### src/sv/ppwc_pkg.sv
// Shared types and constants for the planar pixel write combiner.
package ppwc_pkg;

  localparam int unsigned NUM_PLANES  = 4;
  localparam int unsigned PLANE_BYTES = 8;
  localparam int unsigned BYTE_IDX_W  = 3;
  // Pixel count of a run, wide enough for the largest run of 64 pixels
  localparam int unsigned LEN_IDX_W   = 7;
  localparam int unsigned ADDR_W      = 16;
  localparam int unsigned LIN_W       = 19;

  localparam logic KIND_PIXEL = 1'b0;
  localparam logic KIND_FLUSH = 1'b1;

  localparam logic OP_MASKED = 1'b0;
  localparam logic OP_PLANE  = 1'b1;

  localparam logic [7:0] MASK_LEFT  = 8'h80;
  localparam logic [7:0] MASK_FULL  = 8'hFF;
  localparam logic [3:0] ALIGN_MASK = 4'hF;

  typedef enum logic [1:0] {
    ST_IDLE,
    ST_DECIDE,
    ST_BYTES,
    ST_BITS
  } ppwc_state_e;

  // What happens to the pending pixel once a run flush completes
  typedef enum logic [1:0] {
    POST_NONE,
    POST_START,
    POST_CACHE
  } ppwc_post_e;

  typedef struct packed {
    logic in_load;
    logic emit_cache;
    logic emit_byte;
    logic emit_bit;
    logic last;
    logic cache_merge;
    logic cache_set;
    logic cache_clear;
    logic run_begin;
    logic run_extend;
    logic run_clear;
    logic flush_init;
  } ppwc_cmd_t;

  typedef struct packed {
    logic kind;
    logic run_active;
    logic contiguous;
    logic run_full;
    logic cache_valid;
    logic cache_hit;
    logic x_aligned;
    logic has_bytes;
    logic has_bits;
    logic bytes_end;
    logic bits_end;
  } ppwc_status_t;

endpackage

### src/sv/ppwc_ctrl.sv
// Controller state machine: decides per item and sequences run flushes.
module ppwc_ctrl (
  input  logic                  clk_i,
  input  logic                  rst_ni,
  input  logic                  start_i,
  output logic                  busy_o,
  input  ppwc_pkg::ppwc_status_t status_i,
  output ppwc_pkg::ppwc_cmd_t    cmd_o
);
  import ppwc_pkg::*;

  ppwc_state_e state_q, state_d;
  ppwc_post_e  post_q, post_d;
  logic        flush_now;

  // a pending run goes out on flush, on a break, or when it is full
  assign flush_now = status_i.run_active &&
                     (status_i.kind || !status_i.contiguous || status_i.run_full);

  always_ff @(posedge clk_i or negedge rst_ni) begin
    if (!rst_ni) begin
      state_q <= ST_IDLE;
      post_q  <= POST_NONE;
    end else begin
      state_q <= state_d;
      post_q  <= post_d;
    end
  end

  // next state
  always_comb begin
    state_d = state_q;
    post_d  = post_q;
    unique case (state_q)
      ST_IDLE: begin
        if (start_i) state_d = ST_DECIDE;
      end
      ST_DECIDE: begin
        if (flush_now) begin
          state_d = status_i.has_bytes ? ST_BYTES : ST_BITS;
          if (status_i.kind) begin
            post_d = POST_NONE;
          end else if (status_i.contiguous || status_i.x_aligned) begin
            post_d = POST_START;
          end else begin
            post_d = POST_CACHE;
          end
        end else begin
          state_d = ST_IDLE;
        end
      end
      ST_BYTES: begin
        if (status_i.bytes_end) state_d = status_i.has_bits ? ST_BITS : ST_IDLE;
      end
      ST_BITS: begin
        if (status_i.bits_end) state_d = ST_IDLE;
      end
      default: state_d = ST_IDLE;
    endcase
  end

  // outputs
  always_comb begin
    logic finish;
    finish = 1'b0;
    cmd_o  = '0;
    unique case (state_q)
      ST_IDLE: begin
        cmd_o.in_load = start_i;
      end
      ST_DECIDE: begin
        priority if (flush_now) begin
          cmd_o.flush_init = 1'b1;
        end else if (status_i.run_active) begin
          cmd_o.run_extend = 1'b1;
        end else if (status_i.kind) begin
          cmd_o.emit_cache  = status_i.cache_valid;
          cmd_o.last        = status_i.cache_valid;
          cmd_o.cache_clear = 1'b1;
        end else if (status_i.cache_hit) begin
          cmd_o.cache_merge = 1'b1;
        end else begin
          cmd_o.emit_cache = status_i.cache_valid;
          cmd_o.last       = status_i.cache_valid;
          if (status_i.x_aligned) begin
            cmd_o.run_begin = 1'b1;
          end else begin
            cmd_o.cache_set = 1'b1;
          end
        end
      end
      ST_BYTES: begin
        cmd_o.emit_byte = 1'b1;
        finish = status_i.bytes_end && !status_i.has_bits;
      end
      ST_BITS: begin
        cmd_o.emit_bit = 1'b1;
        finish = status_i.bits_end;
      end
      default: ;
    endcase
    if (finish) begin
      cmd_o.last      = 1'b1;
      cmd_o.run_clear = 1'b1;
      unique case (post_q)
        POST_START: cmd_o.run_begin = 1'b1;
        POST_CACHE: cmd_o.cache_set = 1'b1;
        default: ;
      endcase
    end
  end

  assign busy_o = (state_q != ST_IDLE);

`ifndef NO_ASSERTIONS
  a_decide_once: assert property (@(posedge clk_i) disable iff (!rst_ni)
    state_q == ST_DECIDE |=> state_q != ST_DECIDE)
    else $error("decide state repeated");

  a_last_emits: assert property (@(posedge clk_i) disable iff (!rst_ni)
    cmd_o.last |-> (cmd_o.emit_cache || cmd_o.emit_byte || cmd_o.emit_bit))
    else $error("last flag without a beat");
`endif

endmodule

### src/sv/ppwc_dp.sv
// Datapath: input registers, write cache, plane buffers, flush counters, result register.
module ppwc_dp #(
  parameter int unsigned RUN_PIXELS = 64
) (
  input  logic                   clk_i,
  input  logic                   rst_ni,
  input  ppwc_pkg::ppwc_cmd_t    cmd_i,
  output ppwc_pkg::ppwc_status_t status_o,
  input  logic                   kind_i,
  input  logic [9:0]             pixel_x_i,
  input  logic [8:0]             pixel_y_i,
  input  logic [3:0]             pixel_color_i,
  output logic                   strobe_o,
  output logic                   write_op_o,
  output logic [15:0]            byte_address_o,
  output logic [7:0]             bit_mask_o,
  output logic [3:0]             write_color_o,
  output logic [1:0]             plane_index_o,
  output logic [7:0]             plane_data_o,
  output logic                   last_o
);
  import ppwc_pkg::*;

  localparam int unsigned LEN_W = $clog2(RUN_PIXELS + 1);

  // latched item
  logic              kind_q;
  logic [3:0]        x_low_q;
  logic [3:0]        color_q;
  logic [ADDR_W-1:0] addr_q;
  logic [LIN_W-1:0]  lin_q;

  // write cache
  logic              cache_valid_q;
  logic [ADDR_W-1:0] cache_addr_q;
  logic [3:0]        cache_color_q;
  logic [7:0]        cache_mask_q;

  // run state
  logic [LIN_W-1:0]  run_start_q;
  logic [LIN_W:0]    run_end_q;
  logic [LEN_W-1:0]  run_len_q;
  logic [NUM_PLANES-1:0][7:0] plane_buf_q [PLANE_BYTES];

  // flush counters
  logic [1:0]            plane_q;
  logic [BYTE_IDX_W-1:0] byte_q;
  logic [2:0]            bitk_q;

  logic [LEN_IDX_W-1:0]  len_ext;
  logic [LEN_IDX_W-1:0]  wr_idx;
  logic [3:0]            whole;
  logic [2:0]            lo;
  logic                  byte_last;
  logic [ADDR_W-1:0]     run_base;
  logic [7:0]            pix_bit;
  logic [BYTE_IDX_W-1:0] rd_idx;
  logic [NUM_PLANES-1:0][7:0] rd_word;
  logic [3:0]            bit_color;

  assign len_ext   = LEN_IDX_W'(run_len_q);
  assign whole     = len_ext[LEN_IDX_W-1:BYTE_IDX_W];
  assign lo        = len_ext[2:0];
  assign byte_last = ({1'b0, byte_q} == (whole - 4'd1));
  assign run_base  = run_start_q[LIN_W-1:3];
  assign pix_bit   = MASK_LEFT >> x_low_q[2:0];
  assign wr_idx    = cmd_i.run_begin ? '0 : len_ext;

  // one read port over the buffer rows
  assign rd_idx  = cmd_i.emit_bit ? whole[BYTE_IDX_W-1:0] : byte_q;
  assign rd_word = plane_buf_q[rd_idx];

  always_comb begin
    for (int p = 0; p < NUM_PLANES; p++) begin
      bit_color[p] = rd_word[p][~bitk_q];
    end
  end

  always_comb begin
    status_o             = '0;
    status_o.kind        = kind_q;
    status_o.run_active  = (run_len_q != '0);
    status_o.contiguous  = ({1'b0, lin_q} == run_end_q);
    status_o.run_full    = (run_len_q >= LEN_W'(RUN_PIXELS));
    status_o.cache_valid = cache_valid_q;
    status_o.cache_hit   = cache_valid_q && (cache_color_q == color_q) &&
                           (cache_addr_q == addr_q);
    status_o.x_aligned   = ((x_low_q & ALIGN_MASK) == 4'd0);
    status_o.has_bytes   = (whole != 4'd0);
    status_o.has_bits    = (lo != 3'd0);
    status_o.bytes_end   = byte_last && (plane_q == 2'd0);
    status_o.bits_end    = (bitk_q == 3'd0);
  end

  // item registers: address and linear position by shift-add
  always_ff @(posedge clk_i) begin
    if (cmd_i.in_load) begin
      kind_q  <= kind_i;
      x_low_q <= pixel_x_i[3:0];
      color_q <= pixel_color_i;
      addr_q  <= (ADDR_W'(pixel_y_i) << 6) + (ADDR_W'(pixel_y_i) << 4) +
                 ADDR_W'(pixel_x_i[9:3]);
      lin_q   <= (LIN_W'(pixel_y_i) << 9) + (LIN_W'(pixel_y_i) << 7) +
                 LIN_W'(pixel_x_i);
    end
  end

  always_ff @(posedge clk_i or negedge rst_ni) begin
    if (!rst_ni) begin
      cache_valid_q <= 1'b0;
      run_len_q     <= '0;
      strobe_o      <= 1'b0;
    end else begin
      if (cmd_i.cache_set) begin
        cache_valid_q <= 1'b1;
      end else if (cmd_i.cache_clear || cmd_i.run_clear || cmd_i.run_begin) begin
        cache_valid_q <= 1'b0;
      end
      if (cmd_i.run_begin) begin
        run_len_q <= LEN_W'(1);
      end else if (cmd_i.run_clear) begin
        run_len_q <= '0;
      end else if (cmd_i.run_extend) begin
        run_len_q <= run_len_q + LEN_W'(1);
      end
      strobe_o <= cmd_i.emit_cache || cmd_i.emit_byte || cmd_i.emit_bit;
    end
  end

  always_ff @(posedge clk_i) begin
    if (cmd_i.cache_set) begin
      cache_addr_q  <= addr_q;
      cache_color_q <= color_q;
      cache_mask_q  <= pix_bit;
    end else if (cmd_i.cache_merge) begin
      cache_mask_q  <= cache_mask_q | pix_bit;
    end
    if (cmd_i.run_begin) begin
      run_start_q <= lin_q;
      run_end_q   <= {1'b0, lin_q} + (LIN_W + 1)'(1);
    end else if (cmd_i.run_extend) begin
      run_end_q   <= run_end_q + (LIN_W + 1)'(1);
    end
    if (cmd_i.run_begin || cmd_i.run_extend) begin
      for (int p = 0; p < NUM_PLANES; p++) begin
        plane_buf_q[wr_idx[5:3]][p][~wr_idx[2:0]] <= color_q[p];
      end
    end
  end

  // flush walk: plane 3 down to 0, bytes ascending, then leftover bits
  always_ff @(posedge clk_i) begin
    if (cmd_i.flush_init) begin
      plane_q <= 2'(NUM_PLANES - 1);
      byte_q  <= '0;
      bitk_q  <= lo - 3'd1;
    end else if (cmd_i.emit_byte) begin
      if (byte_last) begin
        byte_q  <= '0;
        plane_q <= plane_q - 2'd1;
      end else begin
        byte_q  <= byte_q + BYTE_IDX_W'(1);
      end
    end else if (cmd_i.emit_bit) begin
      bitk_q <= bitk_q - 3'd1;
    end
  end

  // result register
  always_ff @(posedge clk_i) begin
    if (cmd_i.emit_cache || cmd_i.emit_byte || cmd_i.emit_bit) begin
      last_o <= cmd_i.last;
      priority if (cmd_i.emit_byte) begin
        write_op_o     <= OP_PLANE;
        byte_address_o <= run_base + ADDR_W'(byte_q);
        bit_mask_o     <= MASK_FULL;
        write_color_o  <= '0;
        plane_index_o  <= plane_q;
        plane_data_o   <= rd_word[plane_q];
      end else if (cmd_i.emit_bit) begin
        write_op_o     <= OP_MASKED;
        byte_address_o <= run_base + ADDR_W'(whole);
        bit_mask_o     <= MASK_LEFT >> bitk_q;
        write_color_o  <= bit_color;
        plane_index_o  <= '0;
        plane_data_o   <= '0;
      end else begin
        write_op_o     <= OP_MASKED;
        byte_address_o <= cache_addr_q;
        bit_mask_o     <= cache_mask_q;
        write_color_o  <= cache_color_q;
        plane_index_o  <= '0;
        plane_data_o   <= '0;
      end
    end
  end

`ifndef NO_ASSERTIONS
  a_cache_run_excl: assert property (@(posedge clk_i) disable iff (!rst_ni)
    !(cache_valid_q && (run_len_q != '0)))
    else $error("cache and run both pending");

  a_run_bound: assert property (@(posedge clk_i) disable iff (!rst_ni)
    run_len_q <= LEN_W'(RUN_PIXELS))
    else $error("run longer than buffer");

  a_plane_mask: assert property (@(posedge clk_i) disable iff (!rst_ni)
    (strobe_o && (write_op_o == OP_PLANE)) |-> (bit_mask_o == MASK_FULL))
    else $error("plane write without full mask");
`endif

endmodule

### src/sv/planar_pixel_write_combiner_core.sv
// Top level of the planar pixel write combiner: controller plus datapath.
//
//  channel  | handshake            | beat fields
//  ---------+----------------------+-------------------------------------------------
//  item in  | start_i && !busy_o   | kind_i, pixel_x_i, pixel_y_i, pixel_color_i
//  write out| strobe_o (no stall)  | write_op_o, byte_address_o, bit_mask_o,
//           |                      | write_color_o, plane_index_o, plane_data_o, last_o
//
// An item that causes at most one write passes the accept edge, which registers
// the byte address and linear position, and the decide cycle, which compares
// against the cache and the pending run. A run flush then walks its beats with
// the byte/plane and bit counters (up to 35 beats); busy_o stays high until the
// last beat is issued. Each beat shows for exactly one cycle after it is issued,
// and a new item can be accepted meanwhile. Reset clears the cache valid flag,
// the run length, the write strobe and the controller; the plane buffer is not
// cleared, since unwritten bits never reach the outputs.
module planar_pixel_write_combiner_core #(
  parameter int unsigned RUN_PIXELS = 64
) (
  input  logic        clk_i,
  input  logic        rst_ni,
  input  logic        start_i,
  output logic        busy_o,
  input  logic        kind_i,
  input  logic [9:0]  pixel_x_i,
  input  logic [8:0]  pixel_y_i,
  input  logic [3:0]  pixel_color_i,
  output logic        strobe_o,
  output logic        write_op_o,
  output logic [15:0] byte_address_o,
  output logic [7:0]  bit_mask_o,
  output logic [3:0]  write_color_o,
  output logic [1:0]  plane_index_o,
  output logic [7:0]  plane_data_o,
  output logic        last_o
);
  import ppwc_pkg::*;

  // commands down, status up; nothing else crosses between the two halves
  ppwc_cmd_t    cmd;
  ppwc_status_t status;

  ppwc_ctrl u_ctrl (
    .clk_i    (clk_i),
    .rst_ni   (rst_ni),
    .start_i  (start_i),
    .busy_o   (busy_o),
    .status_i (status),
    .cmd_o    (cmd)
  );

  ppwc_dp #(
    .RUN_PIXELS (RUN_PIXELS)
  ) u_dp (
    .clk_i          (clk_i),
    .rst_ni         (rst_ni),
    .cmd_i          (cmd),
    .status_o       (status),
    .kind_i         (kind_i),
    .pixel_x_i      (pixel_x_i),
    .pixel_y_i      (pixel_y_i),
    .pixel_color_i  (pixel_color_i),
    .strobe_o       (strobe_o),
    .write_op_o     (write_op_o),
    .byte_address_o (byte_address_o),
    .bit_mask_o     (bit_mask_o),
    .write_color_o  (write_color_o),
    .plane_index_o  (plane_index_o),
    .plane_data_o   (plane_data_o),
    .last_o         (last_o)
  );

endmodule

### config.mk
export PLATFORM = sky130hd
export DESIGN_NAME = planar_pixel_write_combiner_core
export DESIGN_NICKNAME = d
export VERILOG_FILES = /design/src/sv/ppwc_pkg.sv /design/src/sv/ppwc_ctrl.sv /design/src/sv/ppwc_dp.sv /design/src/sv/planar_pixel_write_combiner_core.sv
export SDC_FILE = /design/constraint.sdc
export NUM_CORES = 1
export LEC_CHECK = 0
export BUFFER_PORTS_ARGS = -buffer_cell sky130_fd_sc_hd__clkbuf_2
export CORE_MARGIN = 2
export CORE_UTILIZATION = 60
export CTS_CLUSTER_SIZE = 28
export DETAILED_ROUTE_END_ITERATION = 8
export MAX_ROUTING_LAYER = met4
export PLACE_DENSITY = 0.78
export SYNTH_ARGS = -nofsm -noshare
export SYNTH_HDL_FRONTEND = slang
export SYNTH_SLANG_ARGS = --single-unit
export TNS_END_PERCENT = 10
### constraint.sdc
create_clock -name clk_i -period 7.1 [get_ports clk_i]
set_input_delay 0.355 -clock clk_i [delete_from_list [all_inputs] [get_ports clk_i]]
set_output_delay 0.355 -clock clk_i [all_outputs]
set_load 0.1 [all_outputs]
==> results.sh <==
export IMPL_cts_root_buffer="clkbuf_16"
export IMPL_max_clock_path_buffers=3
export IMPL_antenna_found_initial=0
export IMPL_drt_pass1_iter_count=6
export IMPL_outcome="complete, no violations"
export IMPL_postCtsHoldBufs=10
export IMPL_rows=64
export IMPL_power_density_nw_per_um2=394
export IMPL_finalHoldViolCount=0
export IMPL_max_freq_ghz=0.202
export IMPL_synth_most_common_cell="edfxtp_1"
export IMPL_async_reset_ff_share_pct=3.21
export IMPL_wl_per_cell_um=24.3
export IMPL_reg2reg_from="u_ctrl.state_q[0]$_DFFE_PN0P_"
export IMPL_syn_area_um2=18400
export IMPL_synthesis_nets=1262
export IMPL_path_max_fanout=28
export IMPL_final_nets=1331
export IMPL_fin_cells=1696
export IMPL_initial_core_util_pct=60.5
export IMPL_clk_pin_slew_ps=60
export IMPL_avgSynthCellArea_um2=15.4
export IMPL_start_kind="register"
export IMPL_comb_power_share_pct=31.2
export IMPL_worst_r2r_cell_count=13
export IMPL_die_y_um=179
export IMPL_startpoint="u_ctrl.state_q[0]$_DFFE_PN0P_"
export IMPL_power_frac_clock_pct=29.2
export IMPL_ys_types=64
export IMPL_ys_warn_count=0
export IMPL_drt_iter0_markers=1280
export IMPL_rsz0062_at_grt="no"
export IMPL_hp_class="input port to register"
export IMPL_seq_power_share_pct=39.7
export IMPL_worstReg2RegEnd="u_dp.run_end_q[14]$_DFFE_PP_"
export IMPL_fin_ws_ps=2160
export IMPL_worstPathArrival_ps=5210
export IMPL_synth_top_family_by_area="multiplexers"
export IMPL_place_area_um2=19100
export IMPL_fin_crit_ps=4940
export IMPL_p_switching_mw=2.88
export IMPL_fp_dieW_um=179
export IMPL_setup_viol=0
export IMPL_n_antenna_cell=0
export IMPL_overflow=0
export IMPL_synth_edf_count=387
export IMPL_slew_viol_final=0
export IMPL_ys_dominant_reg_cell="edfxtp_1"
export IMPL_grt_pass1_wl_um=63200
export IMPL_synth_fa_ha_area_share_pct=2.68
export IMPL_drt_wl_total_um=41300
export IMPL_synth_mux_area_share_pct=12.9
export IMPL_dpl_hpwl_um=26700
export IMPL_via_per_inst=6.40
export IMPL_synth_common_cells="387 x edfxtp_1, 133 x nor2_1, 76 x mux4_2"
export IMPL_pre_cts_slack_ps=2210
export IMPL_fin_worst_skew_ps=26.1
export IMPL_placed_cells=1610
export IMPL_top_level_ports=69
export IMPL_fin_crit_sh_pct=69.6
export IMPL_cts_max_level=2
export IMPL_final_cell_area_um2=20700
export IMPL_syn_to_final_growth_pct=12.6
export IMPL_p_leak_nw=7.22
export IMPL_postRouteAntennaNets=0
export IMPL_yosysTopAreaCellShare_pct=63.1
export IMPL_p_int_mw=5.29
export IMPL_vias=10800
export IMPL_synth_yosys_seq_area_share_pct=65.4
export IMPL_synth_largest_area_cell="edfxtp_1"
export IMPL_synth_simple_area_share_pct=7.51
export IMPL_core_area_um2=30400
export IMPL_finalSetupTns_ps=0
export IMPL_vdd_drop_max_mv=0.268
export IMPL_gp_congestion=0.901
export IMPL_post_cts_setup_buffer_count=0
export IMPL_drc=0
export IMPL_endpoint="u_dp.run_end_q[14]$_DFFE_PP_"
export IMPL_max_cap_violations=0
export IMPL_syn_inst=1198
export IMPL_yosys_top_cells_area="edfxtp_1 63%, mux4_2 9.3%, mux2i_1 3.4%"
export IMPL_worstPathRequired_ps=7370
export IMPL_crit_path_end_kind="register"
export IMPL_dieArea_um2=32100
export IMPL_synth_xor_area_share_pct=4.75
export IMPL_power_mw=8.17
export IMPL_cts_tree="yes"
export IMPL_r2r_slack_ps=2160
export IMPL_drive_above_1_share_pct=18.9
export IMPL_cts_sinks=405
export IMPL_swShare_pct=35.2
export IMPL_whs_ps=14.8
export IMPL_grt_util_all_layers_pct=27.4
export IMPL_io_buffers=68
export IMPL_tightest_slew_ps=1090
export IMPL_synth_compound_area_share_pct=4.58
export IMPL_grt_max_degree=67
export IMPL_grt_pass1_vias=10700
export IMPL_synth_seq_cells=405
export IMPL_clk_latency_ps=540
export IMPL_cts_resized=0
export IMPL_final_core_util_pct=68.2
export IMPL_cts_made_buffers=41
export IMPL_slew_headroom_pct=25.8
export IMPL_path_class="register to register"
==> cell usage in the layout, fill, tap and decap left out, types with 4 or more instances in the layout <==
| cell type | n |
|---|---|
| inv_1 | 30 |
| nor2_1 | 132 |
| clkbuf_1 | 6 |
| edfxtp_1 | 387 |
| mux2i_1 | 60 |
| a31oi_1 | 14 |
| xor2_1 | 44 |
| dlygate4sd3_1 | 10 |
| nand2_1 | 32 |
| xnor2_1 | 54 |
| clkbuf_16 | 43 |
| clkinvlp_4 | 8 |
| buf_4 | 13 |
| and3_1 | 13 |
| o21a_1 | 5 |
| o21bai_1 | 6 |
| nand2b_1 | 8 |
| mux4_2 | 76 |
| clkbuf_2 | 68 |
| bufinv_16 | 9 |
| a21oi_1 | 38 |
| nand3_1 | 34 |
| nand4_1 | 14 |
| dfrtp_1 | 13 |
| or3b_2 | 4 |
| a22o_1 | 6 |
| or3_1 | 7 |
| a21o_1 | 10 |
| o21ai_0 | 25 |
| and2_1 | 5 |
| nor4_1 | 5 |
| nor2b_1 | 13 |
| nor3_1 | 8 |
| ha_1 | 33 |
| nand3b_1 | 4 |
| clkbuf_8 | 4 |
| dfxtp_1 | 5 |
| fa_1 | 4 |
==> power by group through the flow <==
stage | sequential (mW) | clock (mW) | combinational [mW]
3_5_place_dp | 3.28 | 0 | 2.52
2_1_floorplan | 3.92 | 0 | 1.32
3_3_place_gp | 3.27 | 0 | 2.48
4_1_cts | 3.23 | 2.40 | 2.55
5_1_grt | 3.26 | 2.51 | 2.69
6_report | 3.24 | 2.38 | 2.54
==> critical path, stage by stage (launching register included) <==
cell and delay, ps:
dfrtp_1 910, nand2b_1 690, inv_1 270, and3_1 270, a2bb2o_1 410, a32oi_2 570
nand2_1 100, o21ai_0 100, ha_1 350, nand4_1 200, mux2i_1 310, nand2_1 130
a21o_1 200, xor2_1 150
==> worst min path at each step <==
stage	start	end	slack, ps	depth (start not counted)
3_5_place_dp	rst_ni	u_dp.cache_valid_q$_DFFE_PN0P_	310	1
5_1_grt	kind_i	u_dp.kind_q$_DFFE_PP_	0.4	1
3_3_place_gp	rst_ni	u_dp.cache_valid_q$_DFFE_PN0P_	320	1
4_1_cts	pixel_x_i[4]	u_dp.addr_q[1]$_DFFE_PP_	0.7	1
6_report	pixel_x_i[4]	u_dp.addr_q[1]$_DFFE_PP_	10	1
2_1_floorplan	rst_ni	u_ctrl.post_q[0]$_DFFE_PN0P_	60	0
==> cell families (layout without fill, tap and decap cells) <==
kind of cell | Yosys count | in the layout
adder cells (fa/ha/maj) | 37 | 37
AO/OA/AOI/OAI | 129 | 129
buffers and inverters | 97 | 199
XOR/XNOR | 99 | 99
multiplexers | 141 | 141
AND/OR/NAND/NOR | 290 | 290
flip-flops | 405 | 405
==> layout make-up <==
cell class / instances / area [um2]
Sequential cell: 405 / 12000
Fill cell: 2034 / 9690
Multi-Input combinational cell: 696 / 6010
Clock buffer: 53 / 1150
Timing Repair Buffer: 92 / 558
Tap cell: 396 / 495
Clock inverter: 23 / 367
Inverter: 31 / 116
==> registers in the layout (all words and copies together), names as in the netlist, 2 cells and up <==
register and flops:
u_dp.bitk_q 3, u_dp.cache_addr_q 16, u_dp.write_color_o 4, u_dp.plane_buf_q 256, u_dp.addr_q 16, u_dp.plane_q 2
u_dp.bit_mask_o 8, u_ctrl.post_q 2, u_dp.color_q 4, u_dp.plane_data_o 8, u_dp.plane_index_o 2, u_dp.run_end_q 20
u_dp.lin_q 3, u_dp.byte_address_o 16, u_dp.len_ext 7, u_dp.cache_mask_q 8, u_ctrl.state_q 2, u_dp.cache_color_q 4
u_dp.run_start_q 16, u_dp.byte_q 3
==> routing by layer <==
metal  vias to the layer above  track usage [%]  routed length, um
met5                         -                -                  0
met4                         0             7.46                942
met3                        77             5.20               3840
met2                       600             40.1              19100
met1                      5446             39.9              17400
li1                       4723                -                  -
Note: power is estimated with default switching activity, not from simulation.
